<file path="src/hw/rtl/closed_quadratic_bspline_sampler_unit_assert.svh">
// assertion macros shared by the sampler rtl
`ifndef CLOSED_QUADRATIC_BSPLINE_SAMPLER_UNIT_ASSERT_SVH
`define CLOSED_QUADRATIC_BSPLINE_SAMPLER_UNIT_ASSERT_SVH

// same-cycle implication, disabled during reset
`define CQBS_CHK(lbl, clk, rst_n, ante, cons, msg) \
    lbl: assert property (@(posedge clk) disable iff (!(rst_n)) (ante) |-> (cons)) \
        else $error(msg);

// next-cycle implication, disabled during reset
`define CQBS_CHK_NEXT(lbl, clk, rst_n, ante, cons, msg) \
    lbl: assert property (@(posedge clk) disable iff (!(rst_n)) (ante) |=> (cons)) \
        else $error(msg);

`endif

</file>
<file path="src/hw/rtl/cqbs_pkg.sv">
// shared constants, weight table and types of the b-spline sampler
`timescale 1ns / 1ps

package cqbs_pkg;

    localparam int COORD_BITS_DEF = 16;
    localparam int SAMPLES        = 5;
    localparam int K_W            = $clog2(SAMPLES);
    localparam int QUEUE_DEPTH    = 2;
    localparam int DIVISOR        = 50;
    localparam int ROUND_HALF     = 25;

    typedef logic [5:0] t_wt;

    // per-sample weights of the older, middle and newer point, over 50
    localparam t_wt WT [0:SAMPLES-1][0:2] = '{
        '{6'd25, 6'd25, 6'd0},
        '{6'd16, 6'd33, 6'd1},
        '{6'd9,  6'd37, 6'd4},
        '{6'd4,  6'd37, 6'd9},
        '{6'd1,  6'd33, 6'd16}
    };

    // what a held control point turns into
    typedef enum logic [2:0] {
        KIND_FILL,
        KIND_OPEN,
        KIND_LONE,
        KIND_PAIR,
        KIND_CLOSE
    } t_kind;

endpackage

</file>
<file path="src/hw/rtl/closed_quadratic_bspline_sampler_unit.sv">
// top level of the closed uniform quadratic b-spline sampler
//
//  channel   direction  handshake           beat contents
//  point     in         i_valid / o_stall   i_point_x, i_point_y, i_final_point
//  curve     out        o_valid / i_stall   o_curve_x, o_curve_y, o_curve_end
//
// a point that opens a segment issues one segment, the final point one, two or three
// segments; the first two points of a polygon, unless final, issue none
// the back end emits one sample per cycle while i_stall is low; a taken point passes the
// front register, the segment queue, the segment register and three register stages
// reset is synchronous, active low, and clears the polygon state and all valids
// a two-entry segment queue lets the front keep taking points while i_stall holds the back
`timescale 1ns / 1ps

module closed_quadratic_bspline_sampler_unit #(
    parameter int COORD_BITS = cqbs_pkg::COORD_BITS_DEF
) (
    input  logic                         i_clk,
    input  logic                         i_rst_n,
    input  logic                         i_valid,
    output logic                         o_stall,
    input  logic signed [COORD_BITS-1:0] i_point_x,
    input  logic signed [COORD_BITS-1:0] i_point_y,
    input  logic                         i_final_point,
    output logic                         o_valid,
    input  logic                         i_stall,
    output logic signed [COORD_BITS-1:0] o_curve_x,
    output logic signed [COORD_BITS-1:0] o_curve_y,
    output logic                         o_curve_end
);

    localparam int SEG_W = 6 * COORD_BITS + 1;

    logic             push;
    logic             full;
    logic             pop;
    logic             empty;
    logic [SEG_W-1:0] seg_in;
    logic [SEG_W-1:0] seg_out;

    cqbs_front #(
        .COORD_BITS (COORD_BITS)
    ) u_front (
        .i_clk         (i_clk),
        .i_rst_n       (i_rst_n),
        .i_valid       (i_valid),
        .o_stall       (o_stall),
        .i_point_x     (i_point_x),
        .i_point_y     (i_point_y),
        .i_final_point (i_final_point),
        .o_push        (push),
        .o_seg         (seg_in),
        .i_full        (full)
    );

    cqbs_queue #(
        .W     (SEG_W),
        .DEPTH (cqbs_pkg::QUEUE_DEPTH)
    ) u_queue (
        .i_clk   (i_clk),
        .i_rst_n (i_rst_n),
        .i_push  (push),
        .i_data  (seg_in),
        .o_full  (full),
        .i_pop   (pop),
        .o_data  (seg_out),
        .o_empty (empty)
    );

    cqbs_back #(
        .COORD_BITS (COORD_BITS)
    ) u_back (
        .i_clk       (i_clk),
        .i_rst_n     (i_rst_n),
        .i_seg       (seg_out),
        .i_seg_vld   (!empty),
        .o_pop       (pop),
        .o_valid     (o_valid),
        .i_stall     (i_stall),
        .o_curve_x   (o_curve_x),
        .o_curve_y   (o_curve_y),
        .o_curve_end (o_curve_end)
    );

endmodule

</file>
<file path="src/hw/rtl/cqbs_front.sv">
// front end: takes control points, tracks polygon state, issues segments
`timescale 1ns / 1ps
`include "closed_quadratic_bspline_sampler_unit_assert.svh"

module cqbs_front #(
    parameter int COORD_BITS = cqbs_pkg::COORD_BITS_DEF
) (
    input  logic                         i_clk,
    input  logic                         i_rst_n,
    input  logic                         i_valid,
    output logic                         o_stall,
    input  logic signed [COORD_BITS-1:0] i_point_x,
    input  logic signed [COORD_BITS-1:0] i_point_y,
    input  logic                         i_final_point,
    output logic                         o_push,
    output logic [6*COORD_BITS:0]        o_seg,
    input  logic                         i_full
);

    localparam int PT_W = 2 * COORD_BITS;

    logic              r_busy;
    logic              r_fin;
    logic [1:0]        r_idx;
    logic [1:0]        r_seen;
    logic [PT_W-1:0]   r_p;
    logic [PT_W-1:0]   r_first;
    logic [PT_W-1:0]   r_second;
    logic [PT_W-1:0]   r_older;
    logic [PT_W-1:0]   r_newer;

    cqbs_pkg::t_kind   kind;
    logic [1:0]        idx_last;
    logic              fill;
    logic              done;
    logic              accept;
    logic [PT_W-1:0]   seg_a;
    logic [PT_W-1:0]   seg_b;
    logic [PT_W-1:0]   seg_c;
    logic              seg_last;

    // state is updated only when the held point retires, so it is current here
    always_comb begin
        priority if (r_fin && r_seen == 2'd0) begin
            kind = cqbs_pkg::KIND_LONE;
        end else if (r_fin && r_seen == 2'd1) begin
            kind = cqbs_pkg::KIND_PAIR;
        end else if (r_fin) begin
            kind = cqbs_pkg::KIND_CLOSE;
        end else if (r_seen >= 2'd2) begin
            kind = cqbs_pkg::KIND_OPEN;
        end else begin
            kind = cqbs_pkg::KIND_FILL;
        end
    end

    always_comb begin
        seg_a    = r_p;
        seg_b    = r_p;
        seg_c    = r_p;
        seg_last = 1'b0;
        idx_last = 2'd0;
        unique case (kind)
            cqbs_pkg::KIND_LONE: begin
                seg_last = 1'b1;
            end
            cqbs_pkg::KIND_PAIR: begin
                idx_last = 2'd1;
                if (r_idx == 2'd0) begin
                    seg_a = r_first;
                    seg_c = r_first;
                end else begin
                    seg_b    = r_first;
                    seg_last = 1'b1;
                end
            end
            cqbs_pkg::KIND_CLOSE: begin
                idx_last = 2'd2;
                if (r_idx == 2'd0) begin
                    seg_a = r_older;
                    seg_b = r_newer;
                end else if (r_idx == 2'd1) begin
                    seg_a = r_newer;
                    seg_c = r_first;
                end else begin
                    seg_b    = r_first;
                    seg_c    = r_second;
                    seg_last = 1'b1;
                end
            end
            cqbs_pkg::KIND_OPEN, cqbs_pkg::KIND_FILL: begin
                seg_a = r_older;
                seg_b = r_newer;
            end
            default: begin
                seg_last = 1'b0;
            end
        endcase
    end

    assign fill    = (kind == cqbs_pkg::KIND_FILL);
    assign o_push  = r_busy && !fill && !i_full;
    assign done    = r_busy && (fill || (o_push && r_idx == idx_last));
    assign o_stall = r_busy && !done;
    assign accept  = i_valid && !o_stall;
    assign o_seg   = {seg_a, seg_b, seg_c, seg_last};

    always_ff @(posedge i_clk) begin
        if (!i_rst_n) begin
            r_busy   <= 1'b0;
            r_fin    <= 1'b0;
            r_idx    <= 2'd0;
            r_p      <= '0;
        end else if (accept) begin
            r_busy   <= 1'b1;
            r_fin    <= i_final_point;
            r_idx    <= 2'd0;
            r_p      <= {i_point_x, i_point_y};
        end else if (done) begin
            r_busy   <= 1'b0;
        end else if (o_push) begin
            r_idx    <= r_idx + 2'd1;
        end
    end

    // polygon state advances when the held point retires
    always_ff @(posedge i_clk) begin
        if (!i_rst_n) begin
            r_seen   <= 2'd0;
            r_first  <= '0;
            r_second <= '0;
            r_older  <= '0;
            r_newer  <= '0;
        end else if (done) begin
            if (r_fin) begin
                r_seen   <= 2'd0;
                r_first  <= '0;
                r_second <= '0;
                r_older  <= '0;
                r_newer  <= '0;
            end else begin
                if (r_seen == 2'd0) begin
                    r_first <= r_p;
                    r_seen  <= 2'd1;
                end else if (r_seen == 2'd1) begin
                    r_second <= r_p;
                    r_seen   <= 2'd2;
                end
                r_older <= r_newer;
                r_newer <= r_p;
            end
        end
    end

    `CQBS_CHK(a_seen_sat, i_clk, i_rst_n, 1'b1, r_seen != 2'd3, "point count past saturation")
    `CQBS_CHK(a_idx_range, i_clk, i_rst_n, r_busy && !fill, r_idx <= idx_last, "segment index overrun")

endmodule

</file>
<file path="src/hw/rtl/cqbs_queue.sv">
// short segment queue between front and back
`timescale 1ns / 1ps
`include "closed_quadratic_bspline_sampler_unit_assert.svh"

module cqbs_queue #(
    parameter int W     = 97,
    parameter int DEPTH = cqbs_pkg::QUEUE_DEPTH
) (
    input  logic         i_clk,
    input  logic         i_rst_n,
    input  logic         i_push,
    input  logic [W-1:0] i_data,
    output logic         o_full,
    input  logic         i_pop,
    output logic [W-1:0] o_data,
    output logic         o_empty
);

    localparam int PTR_W = (DEPTH > 1) ? $clog2(DEPTH) : 1;
    localparam int CNT_W = $clog2(DEPTH + 1);

    logic [W-1:0]     r_mem [0:DEPTH-1];
    logic [PTR_W-1:0] r_wr;
    logic [PTR_W-1:0] r_rd;
    logic [CNT_W-1:0] r_count;

    function automatic logic [PTR_W-1:0] ptr_inc(input logic [PTR_W-1:0] p);
        ptr_inc = (p == PTR_W'(DEPTH - 1)) ? '0 : p + PTR_W'(1);
    endfunction

    assign o_full  = (r_count == CNT_W'(DEPTH));
    assign o_empty = (r_count == '0);
    assign o_data  = r_mem[r_rd];

    always_ff @(posedge i_clk) begin
        if (i_push) begin
            r_mem[r_wr] <= i_data;
        end
    end

    always_ff @(posedge i_clk) begin
        if (!i_rst_n) begin
            r_wr    <= '0;
            r_rd    <= '0;
            r_count <= '0;
        end else begin
            if (i_push) begin
                r_wr <= ptr_inc(r_wr);
            end
            if (i_pop) begin
                r_rd <= ptr_inc(r_rd);
            end
            if (i_push && !i_pop) begin
                r_count <= r_count + CNT_W'(1);
            end else if (i_pop && !i_push) begin
                r_count <= r_count - CNT_W'(1);
            end
        end
    end

    `CQBS_CHK(a_q_bound, i_clk, i_rst_n, 1'b1, r_count <= CNT_W'(DEPTH), "queue count overflow")
    `CQBS_CHK(a_q_pop, i_clk, i_rst_n, i_pop, r_count != '0, "pop from empty queue")

endmodule

</file>
<file path="src/hw/rtl/cqbs_back.sv">
// back end: five samples per segment, weighted sums, round-divide by 50 through a reciprocal
`timescale 1ns / 1ps
`include "closed_quadratic_bspline_sampler_unit_assert.svh"

module cqbs_back #(
    parameter int COORD_BITS = cqbs_pkg::COORD_BITS_DEF
) (
    input  logic                         i_clk,
    input  logic                         i_rst_n,
    input  logic [6*COORD_BITS:0]        i_seg,
    input  logic                         i_seg_vld,
    output logic                         o_pop,
    output logic                         o_valid,
    input  logic                         i_stall,
    output logic signed [COORD_BITS-1:0] o_curve_x,
    output logic signed [COORD_BITS-1:0] o_curve_y,
    output logic                         o_curve_end
);

    localparam int CB    = COORD_BITS;
    localparam int SEG_W = 6 * CB + 1;
    localparam int PT_W  = 2 * CB;
    localparam int PW    = CB + 7;
    localparam int TW    = CB + 6;
    localparam int MW    = CB + 7;
    localparam int SH    = CB + 12;
    localparam int QW    = SH + CB;
    localparam int K_W   = cqbs_pkg::K_W;
    localparam logic [K_W-1:0] K_LAST = K_W'(cqbs_pkg::SAMPLES - 1);
    // +25 rounds, +50*2^(CB-1) makes the dividend non-negative
    localparam logic [PW-1:0] ROUND_OFFS =
        (PW'(cqbs_pkg::DIVISOR) << (CB - 1)) + PW'(cqbs_pkg::ROUND_HALF);
    // ceil(2^SH / 50), exact floor quotient for any dividend below 2^TW
    localparam logic [MW-1:0] RECIP =
        MW'(((longint'(1) << SH) + longint'(cqbs_pkg::DIVISOR - 1))
            / longint'(cqbs_pkg::DIVISOR));

    // sequencer
    logic [SEG_W-1:0] r_seg;
    logic             r_seg_vld;
    logic [K_W-1:0]   r_k;
    logic             adv;
    logic             take;
    logic             seg_done;

    // product stage
    logic                 r_p_vld;
    logic                 r_p_last;
    logic signed [PW-1:0] r_px [0:2];
    logic signed [PW-1:0] r_py [0:2];
    logic signed [PW-1:0] n_px [0:2];
    logic signed [PW-1:0] n_py [0:2];
    logic signed [CB-1:0] cx   [0:2];
    logic signed [CB-1:0] cy   [0:2];
    logic signed [PW-1:0] wv   [0:2];

    // offset sum stage
    logic          r_t_vld;
    logic          r_t_last;
    logic [TW-1:0] r_t_x;
    logic [TW-1:0] r_t_y;
    logic [PW-1:0] n_sum_x;
    logic [PW-1:0] n_sum_y;

    // quotient stage
    logic          r_q_vld;
    logic          r_q_last;
    logic [CB-1:0] r_q_x;
    logic [CB-1:0] r_q_y;
    logic [QW-1:0] n_prod_x;
    logic [QW-1:0] n_prod_y;

    assign adv      = !r_q_vld || !i_stall;
    assign take     = adv && r_seg_vld;
    assign seg_done = take && (r_k == K_LAST);
    assign o_pop    = i_seg_vld && (!r_seg_vld || seg_done);

    always_ff @(posedge i_clk) begin
        if (!i_rst_n) begin
            r_seg_vld <= 1'b0;
            r_k       <= '0;
        end else if (o_pop) begin
            r_seg_vld <= 1'b1;
            r_k       <= '0;
        end else if (seg_done) begin
            r_seg_vld <= 1'b0;
        end else if (take) begin
            r_k       <= r_k + K_W'(1);
        end
    end

    always_ff @(posedge i_clk) begin
        if (o_pop) begin
            r_seg <= i_seg;
        end
    end

    // segment layout: {a, b, c, last}, each point {x, y}
    always_comb begin
        for (int j = 0; j < 3; j++) begin
            cx[j]   = r_seg[1 + (2 - j) * PT_W + CB +: CB];
            cy[j]   = r_seg[1 + (2 - j) * PT_W +: CB];
            wv[j]   = PW'($signed({1'b0, cqbs_pkg::WT[r_k][j]}));
            n_px[j] = PW'(cx[j]) * wv[j];
            n_py[j] = PW'(cy[j]) * wv[j];
        end
    end

    always_ff @(posedge i_clk) begin
        if (!i_rst_n) begin
            r_p_vld <= 1'b0;
        end else if (adv) begin
            r_p_vld <= take;
        end
    end

    always_ff @(posedge i_clk) begin
        if (adv) begin
            r_p_last <= r_seg[0] && (r_k == K_LAST);
            for (int j = 0; j < 3; j++) begin
                r_px[j] <= n_px[j];
                r_py[j] <= n_py[j];
            end
        end
    end

    assign n_sum_x = r_px[0] + r_px[1] + r_px[2] + ROUND_OFFS;
    assign n_sum_y = r_py[0] + r_py[1] + r_py[2] + ROUND_OFFS;

    always_ff @(posedge i_clk) begin
        if (!i_rst_n) begin
            r_t_vld <= 1'b0;
        end else if (adv) begin
            r_t_vld <= r_p_vld;
        end
    end

    always_ff @(posedge i_clk) begin
        if (adv) begin
            r_t_last <= r_p_last;
            r_t_x    <= n_sum_x[TW-1:0];
            r_t_y    <= n_sum_y[TW-1:0];
        end
    end

    assign n_prod_x = QW'(r_t_x) * QW'(RECIP);
    assign n_prod_y = QW'(r_t_y) * QW'(RECIP);

    always_ff @(posedge i_clk) begin
        if (!i_rst_n) begin
            r_q_vld <= 1'b0;
        end else if (adv) begin
            r_q_vld <= r_t_vld;
        end
    end

    always_ff @(posedge i_clk) begin
        if (adv) begin
            r_q_last <= r_t_last;
            r_q_x    <= n_prod_x[SH +: CB];
            r_q_y    <= n_prod_y[SH +: CB];
        end
    end

    // removing the 2^(CB-1) bias is a flip of the top quotient bit
    assign o_valid     = r_q_vld;
    assign o_curve_end = r_q_last;
    assign o_curve_x   = $signed({~r_q_x[CB-1], r_q_x[CB-2:0]});
    assign o_curve_y   = $signed({~r_q_y[CB-1], r_q_y[CB-2:0]});

    `CQBS_CHK(a_k_range, i_clk, i_rst_n, r_seg_vld, r_k <= K_LAST, "sample counter overrun")
    `CQBS_CHK_NEXT(a_seg_wrap, i_clk, i_rst_n, seg_done, !r_seg_vld || r_k == '0, "segment not retired")

endmodule

</file>
<file path="config.mk">
export PLATFORM = sky130hd
export DESIGN_NAME = closed_quadratic_bspline_sampler_unit
export DESIGN_NICKNAME = d
export VERILOG_FILES = /design/src/hw/rtl/cqbs_pkg.sv /design/src/hw/rtl/closed_quadratic_bspline_sampler_unit.sv /design/src/hw/rtl/cqbs_front.sv /design/src/hw/rtl/cqbs_queue.sv /design/src/hw/rtl/cqbs_back.sv
export VERILOG_INCLUDE_DIRS = /design/src /design/src/hw/rtl
export SDC_FILE = /design/constraint.sdc
export NUM_CORES = 2
export LEC_CHECK = 0
export BUFFER_PORTS_ARGS = -buffer_cell sky130_fd_sc_hd__buf_4
export CAP_MARGIN = 20
export CORE_MARGIN = 5
export CORE_UTILIZATION = 30
export CTS_CLUSTER_DIAMETER = 40
export DETAILED_ROUTE_END_ITERATION = 10
export SLEW_MARGIN = 20
export SYNTH_ARGS = -nofsm -noshare
export SYNTH_HDL_FRONTEND = slang
export SYNTH_SLANG_ARGS = --single-unit
</file>
<file path="constraint.sdc">
create_clock -name i_clk -period 17.9 [get_ports i_clk]
set_clock_uncertainty 0.05 [all_clocks]
set_input_delay 3.58 -clock i_clk [delete_from_list [all_inputs] [get_ports i_clk]]
set_output_delay 3.58 -clock i_clk [all_outputs]
set_load 0.05 [all_outputs]
</file>
Word-level counts from Yosys, hierarchy flattened:

Memory sizes are Yosys's and may differ from the RTL's. A register that Yosys moved wholly into a read port is not among the register bits.
Cells that the tools add are included.

* bits in registers: 256
* latch bits: 0
* bits in writable memories: 332
* ROM bits: 144
* input port bits: 37
* output and inout port bits: 35
* logic and storage cells: 155
* memories: 4

* add/sub/neg operators: 12
* multipliers: 8
* div/mod/pow operators: 0
* order comparisons: 2
* equality and inequality tests: 10
* shifts and indexed selects: 0
* mux-type cells: 44
* bitwise gates (word level): 6
* reductions and logical operators: 45

Memories
* u_queue.r_mem: words 2, width 97, read ports 1, clocked after memory_dff 1, write ports 1, line cqbs_queue.sv:22 `logic [W-1:0] r_mem [0:DEPTH-1];`
* (name not given): words 8, width 18, read ports 1, clocked after memory_dff 0, write ports 0, line cqbs_back.sv:103 `wv[j] = PW'($signed({1'b0, cqbs_pkg::WT[r_k][j]}));`
* u_back.r_px: words 3, width 23, read ports 3, clocked after memory_dff 0, write ports 3, line cqbs_back.sv:49 `logic signed [PW-1:0] r_px [0:2];`
* u_back.r_py: words 3, width 23, read ports 3, clocked after memory_dff 0, write ports 3, line cqbs_back.sv:50 `logic signed [PW-1:0] r_py [0:2];`

Operators by type and width (number)
* two-way mux 32 bit: 15
* case mux 32 bit (3 select lines): 2
* multiplier 16 x 7 -> 23 bit: 6
* adder 22 bit: 4
* multiplier 22 x 22 -> 43 bit (second input constant): 2
* case mux 32 bit (2 select lines): 1
* adder 22 x 21 -> 22 bit (second input constant): 2
* two-way mux 18 bit: 2
* logical AND 1 bit: 14
* two-way mux 1 bit: 14
* logical NOT 1 bit: 10
* two-way mux 2 bit: 5
* nonzero test 2 bit: 5
* two-way mux 3 bit: 3
* AND reduction 2 bit: 4
* equality test 3 x 2 -> 1 bit (second input constant): 2
* equality test 3 bit (second input constant): 2
* logical NOT 2 bit: 3
* OR reduction 2 bit: 3
* NOT 1 bit: 5
* adder 2 x 1 -> 2 bit (second input constant): 2
* equality test 2 x 1 -> 1 bit (second input constant): 2
* greater-or-equal comparator 4 bit (second input constant): 1
* NOT 3 -> 4 bit: 1
* 14 further kinds: 17

Longest topological paths before layout:

* depth in word-level cells: 17
* mapped depth: 24
* gate-level depth less buffers: 24

By module:

A second synthesis with hierarchy kept.

* cells, all modules: 5780
* area, all modules: 62806.5 µm²

Modules (own cells, without submodules)
* cqbs_back: times used 1, cells an instance 4204, area an instance 45386.0 µm², seq. area each 9389.0 µm²
* cqbs_front: times used 1, cells an instance 1251, area an instance 10083.4 µm², seq. area each 3323.2 µm²
* cqbs_queue: times used 1, cells an instance 324, area an instance 7333.3 µm², seq. area each 5925.7 µm²
* closed_quadratic_bspline_sampler_unit: times used 1, cells an instance 1, area an instance 3.8 µm², seq. area each 0.0 µm²

Worst setup path before layout:

OpenSTA, ideal clock, no wires.

* path type: input-to-reg
* start: in i_stall
* end: reg u_back.r_k[1]
* arrival time: 8992 ps
* data required time: 17735 ps
* setup slack: 8744 ps
* stages on the path: 6
* buffers on the path: 0
* path through: and2_1 > inv_1 > nand2_1 > a21oi_1 > mux2i_1 > nor2_1

* word-level cells in the longest chain between the ends: 7
* elaborated cells between the ends (all ways): 9
* those cells by class: bitwise (1); reduce/logical (8)

RTL lines
* start, declared: line closed_quadratic_bspline_sampler_unit.sv:26 `input logic i_stall,`
* logical NOT 1 bit *: line cqbs_back.sv:73 `assign adv = !r_q_vld || !i_stall;`
* logical OR 1 bit *: line cqbs_back.sv:73
* logical AND 1 bit *: line cqbs_back.sv:74 `assign take = adv && r_seg_vld;`
* logical AND 1 bit: line cqbs_back.sv:75 `assign seg_done = take && (r_k == K_LAST);`
* logical OR 1 bit: line cqbs_back.sv:76 `assign o_pop = i_seg_vld && (!r_seg_vld || seg_done);`
* logical AND 1 bit: line cqbs_back.sv:76
* OR reduction 2 bit (no line)
* end signal, assigned: line cqbs_back.sv:88 `r_k <= r_k + K_W'(1);`
* end, declared: line cqbs_back.sv:41 `logic [K_W-1:0] r_k;`

Every way passes the cells marked *; elsewhere a longest branch is shown, timed or not.
A chain may end at the register's enable or synchronous reset.

Worst setup path after layout:

* start: reg u_back.r_t_x[12]
* end: reg u_back.r_q_x[15], data pin

* word-level cells in the longest chain between the ends: 1

RTL lines
* start, declared: line cqbs_back.sv:60 `logic [TW-1:0] r_t_x;`
* start signal, assigned: line cqbs_back.sv:141 `r_t_x <= n_sum_x[TW-1:0];`
* multiplier 22 x 22 -> 43 bit: line cqbs_back.sv:146 `assign n_prod_x = QW'(r_t_x) * QW'(RECIP);`
* via u_back.n_prod_x[43]: line cqbs_back.sv:70 `logic [QW-1:0] n_prod_x;`
* end signal, assigned: line cqbs_back.sv:160 `r_q_x <= n_prod_x[SH +: CB];`
* end, declared: line cqbs_back.sv:68 `logic [CB-1:0] r_q_x;`

The timed path passes the listed nets, and every way through them passes these cells.

==> impl_metrics.ini <==
[detailed_routing]
drc_errors = 0
drt-vias-per-instance = 4.60
wl_per_cell_um = 16.2
ant_nets = 0
drtPass1Iterations = 6
wl_um = 143000
drtIter0Drc = 2407
vias = 40600

[finish]
area_growth_pct = 11.7
layout.nets = 7473
drive_above_1_share = 0.0791
fillerInstances = 20900

[sta]
rsz0062_at_grt = no
worst_pin_slew_ns = 1.09
period_share = 0.398
drv_slew = 0
fmax_mhz = 140
slew_headroom = 0.273
setup_viol = 0
finalHoldViolations = 0
setup_tns_ns = 0
min_period_ns = 7.13

[floorplanning]
start_util = 0.301
num_rows = 168
die_w_um = 469
die_area_mm2 = 0.220
io_pins = 72
die_h_um = 469
coreArea_mm2 = 0.210

[clock_tree]
cts_buffer_depth = 3
numCtsBuffers = 109
postCtsSetupRepairBufs = 0
path_clk_slew_ns = 0.05
cts_num_sinks = 679
htree_levels = 3
cts_resized = 0
cts.hold.buffers_added = 0
cts-root-buf = clkbuf_16
cts_tree = yes
clock_latency_ns = 0.75

[synthesis]
ys.flop_type = edfxtp_1
ys.warnings.count = 0
async_reset_ff_frac = 0
synth.mux.area_fraction = 0.0436
synth_common_cells = inv_1 (998), ha_1 (893), fa_1 (620)
synth.most_common_cell = inv_1
syn_area_per_cell_um2 = 10.6
yosysTopAreaCell = edfxtp_1
synth_xor_area_frac = 0.0287
synth_cell_types = 72
synthAdderAreaFrac = 0.373
synth.top_cell.area_share = 0.239
ys_seq_area_frac = 0.295
synth_edf_count = 502
synth_seq_cells = 679
synthSimpleGateAreaFrac = 0.0961
syn_area_mm2 = 0.0632
synth_compound_area_frac = 0.0871
synth_top_family_by_area = adder cells
netlist_top_cells_area = edfxtp_1 (24%), fa_1 (20%), ha_1 (18%)
synth_fp_nets = 7512
synth_cells = 5962

[setup_path]
cp_num_buf_inv = 4
crit_path_frequent_cell = fa_1
crit_slowest_cell = fa_1
path_max_fanout = 8
path_class = register to register
path_delay_family = adder cells
worst_ep_arrival_time_ns = 7.63
critPathCaptureType = register
start_kind = register
required_ns = 18.40
cp_cell_sequence = ha_1 -> inv_1 -> fa_1 -> fa_1 -> fa_1 -> inv_1 -> fa_1 -> fa_1 -> inv_1 -> fa_1 -> inv_1 -> ha_1 -> a211o_1 -> a211oi_1 -> o211ai_1 -> a31oi_1 -> o211ai_1 -> a311oi_2 -> o21ai_1 -> or4_1 -> nand3_1
max_stage_delay_ns = 0.58

[global_routing]
track_usage = 0.131
grt_max_degree = 178
first_global_vias = 42500
grt_antenna_before_repair = 3
overflow = 0
grt_pass1_wl_um = 231000

[worst_hold_path]
hp-class = register to register

[placement]
globalplace.congestion = 0.871
io_buffers = 71
dpl.hpwl_um = 111000

[outcome]
status = finished, final reports clean

[flow_run]
cap_viol_max_count = 0
[cells by family after synthesis]
| kind of cell | Yosys count |
|---|---|
| AOI/OAI and AO/OA | 845 |
| xor gates and xnor gates | 207 |
| DFF | 679 |
| and+or+nand+nor | 1206 |
| muxes | 259 |
| buffers and inverters | 1253 |
| adders and majority gates | 1513 |
[per-layer routing]
metal	wire, µm	global-route usage	share of wire	vias up
li1	-	-	-	19900
met1	69900	0.184	0.49	20000
met2	64600	0.213	0.45	621
met3	5380	0.0188	0.038	179
met4	2950	0.0313	0.021	0
met5	0	0	0	-
[registers in the layout, summed over array words and instances (netlist names), 2 cells and up]
name              count
u_back.r_k            3
u_back.r_px          66
u_back.r_py          66
u_back.r_q_x         16
u_back.r_q_y         16
u_back.r_seg         97
u_back.r_t_x         22
u_back.r_t_y         22
u_front.r_first      32
u_front.r_idx         2
u_front.r_newer      32
u_front.r_older      32
u_front.r_p          32
u_front.r_second     32
u_front.r_seen        2
u_queue.r_count       2
u_queue.r_mem       194
[layout make-up]
cell class | count | area [µm²] | area share
timing repair buffer | 103 | 802 | 0.0114
clock inverter | 86 | 1180 | 0.0167
antenna | 1 | 2.50 | 0.0000355
sequential | 679 | 18600 | 0.264
inverter | 1000 | 3760 | 0.0533
tap | 2805 | 3510 | 0.0497
clock buffer | 120 | 2840 | 0.0403
multi-input combinational | 4030 | 39800 | 0.565
[per-stage QoR]
stage	cells	setup slack (ns)	hold WS [ns]	instance area, µm²	utilization
after global placement	8616	10.76	0.357	66500	0.317
after detailed placement	8616	10.73	0.359	66500	0.317
final	8824	10.77	0.370	70500	0.337
after global routing	8824	10.41	0.387	70500	0.337
after floorplan	5962	8.74	0.350	63200	-
after CTS	8822	10.71	0.373	70500	0.337
[layout by cell type, fill, tap and decap left out, types with 34 or more instances in the layout]
cell       count
and2_1       321
a22oi_1       34
nand2_1      369
ha_1         891
a21boi_0     102
a21o_1        53
nor2b_1       84
xor2_1        44
clkbuf_16    111
xnor2_1      163
dfxtp_1      175
buf_4        100
mux2i_1      131
inv_1        995
and3_1        78
mux2_2       128
o21ai_0      209
edfxtp_1     502
nor3_1        71
nand3_1       36
nor2_1       168
a221o_1       34
a21oi_1      223
fa_1         620
[final timing paths]
kind | startpoint | end | slack, ns | depth (start not counted)
worst max-delay path | u_back.r_t_x[12] | u_back.r_q_x[15] | 10.77 | 21
worst min-delay path | u_back.r_t_last | u_back.o_curve_end | 0.37 | 0
worst max register to register | u_back.r_t_x[12] | u_back.r_q_x[15] | 10.77 | 21
worst min register to register | u_back.r_t_last | u_back.o_curve_end | 0.37 | 0
Power is not shown: default switching activity piles up to over one toggle a cycle in this logic, so the estimate is an artifact.
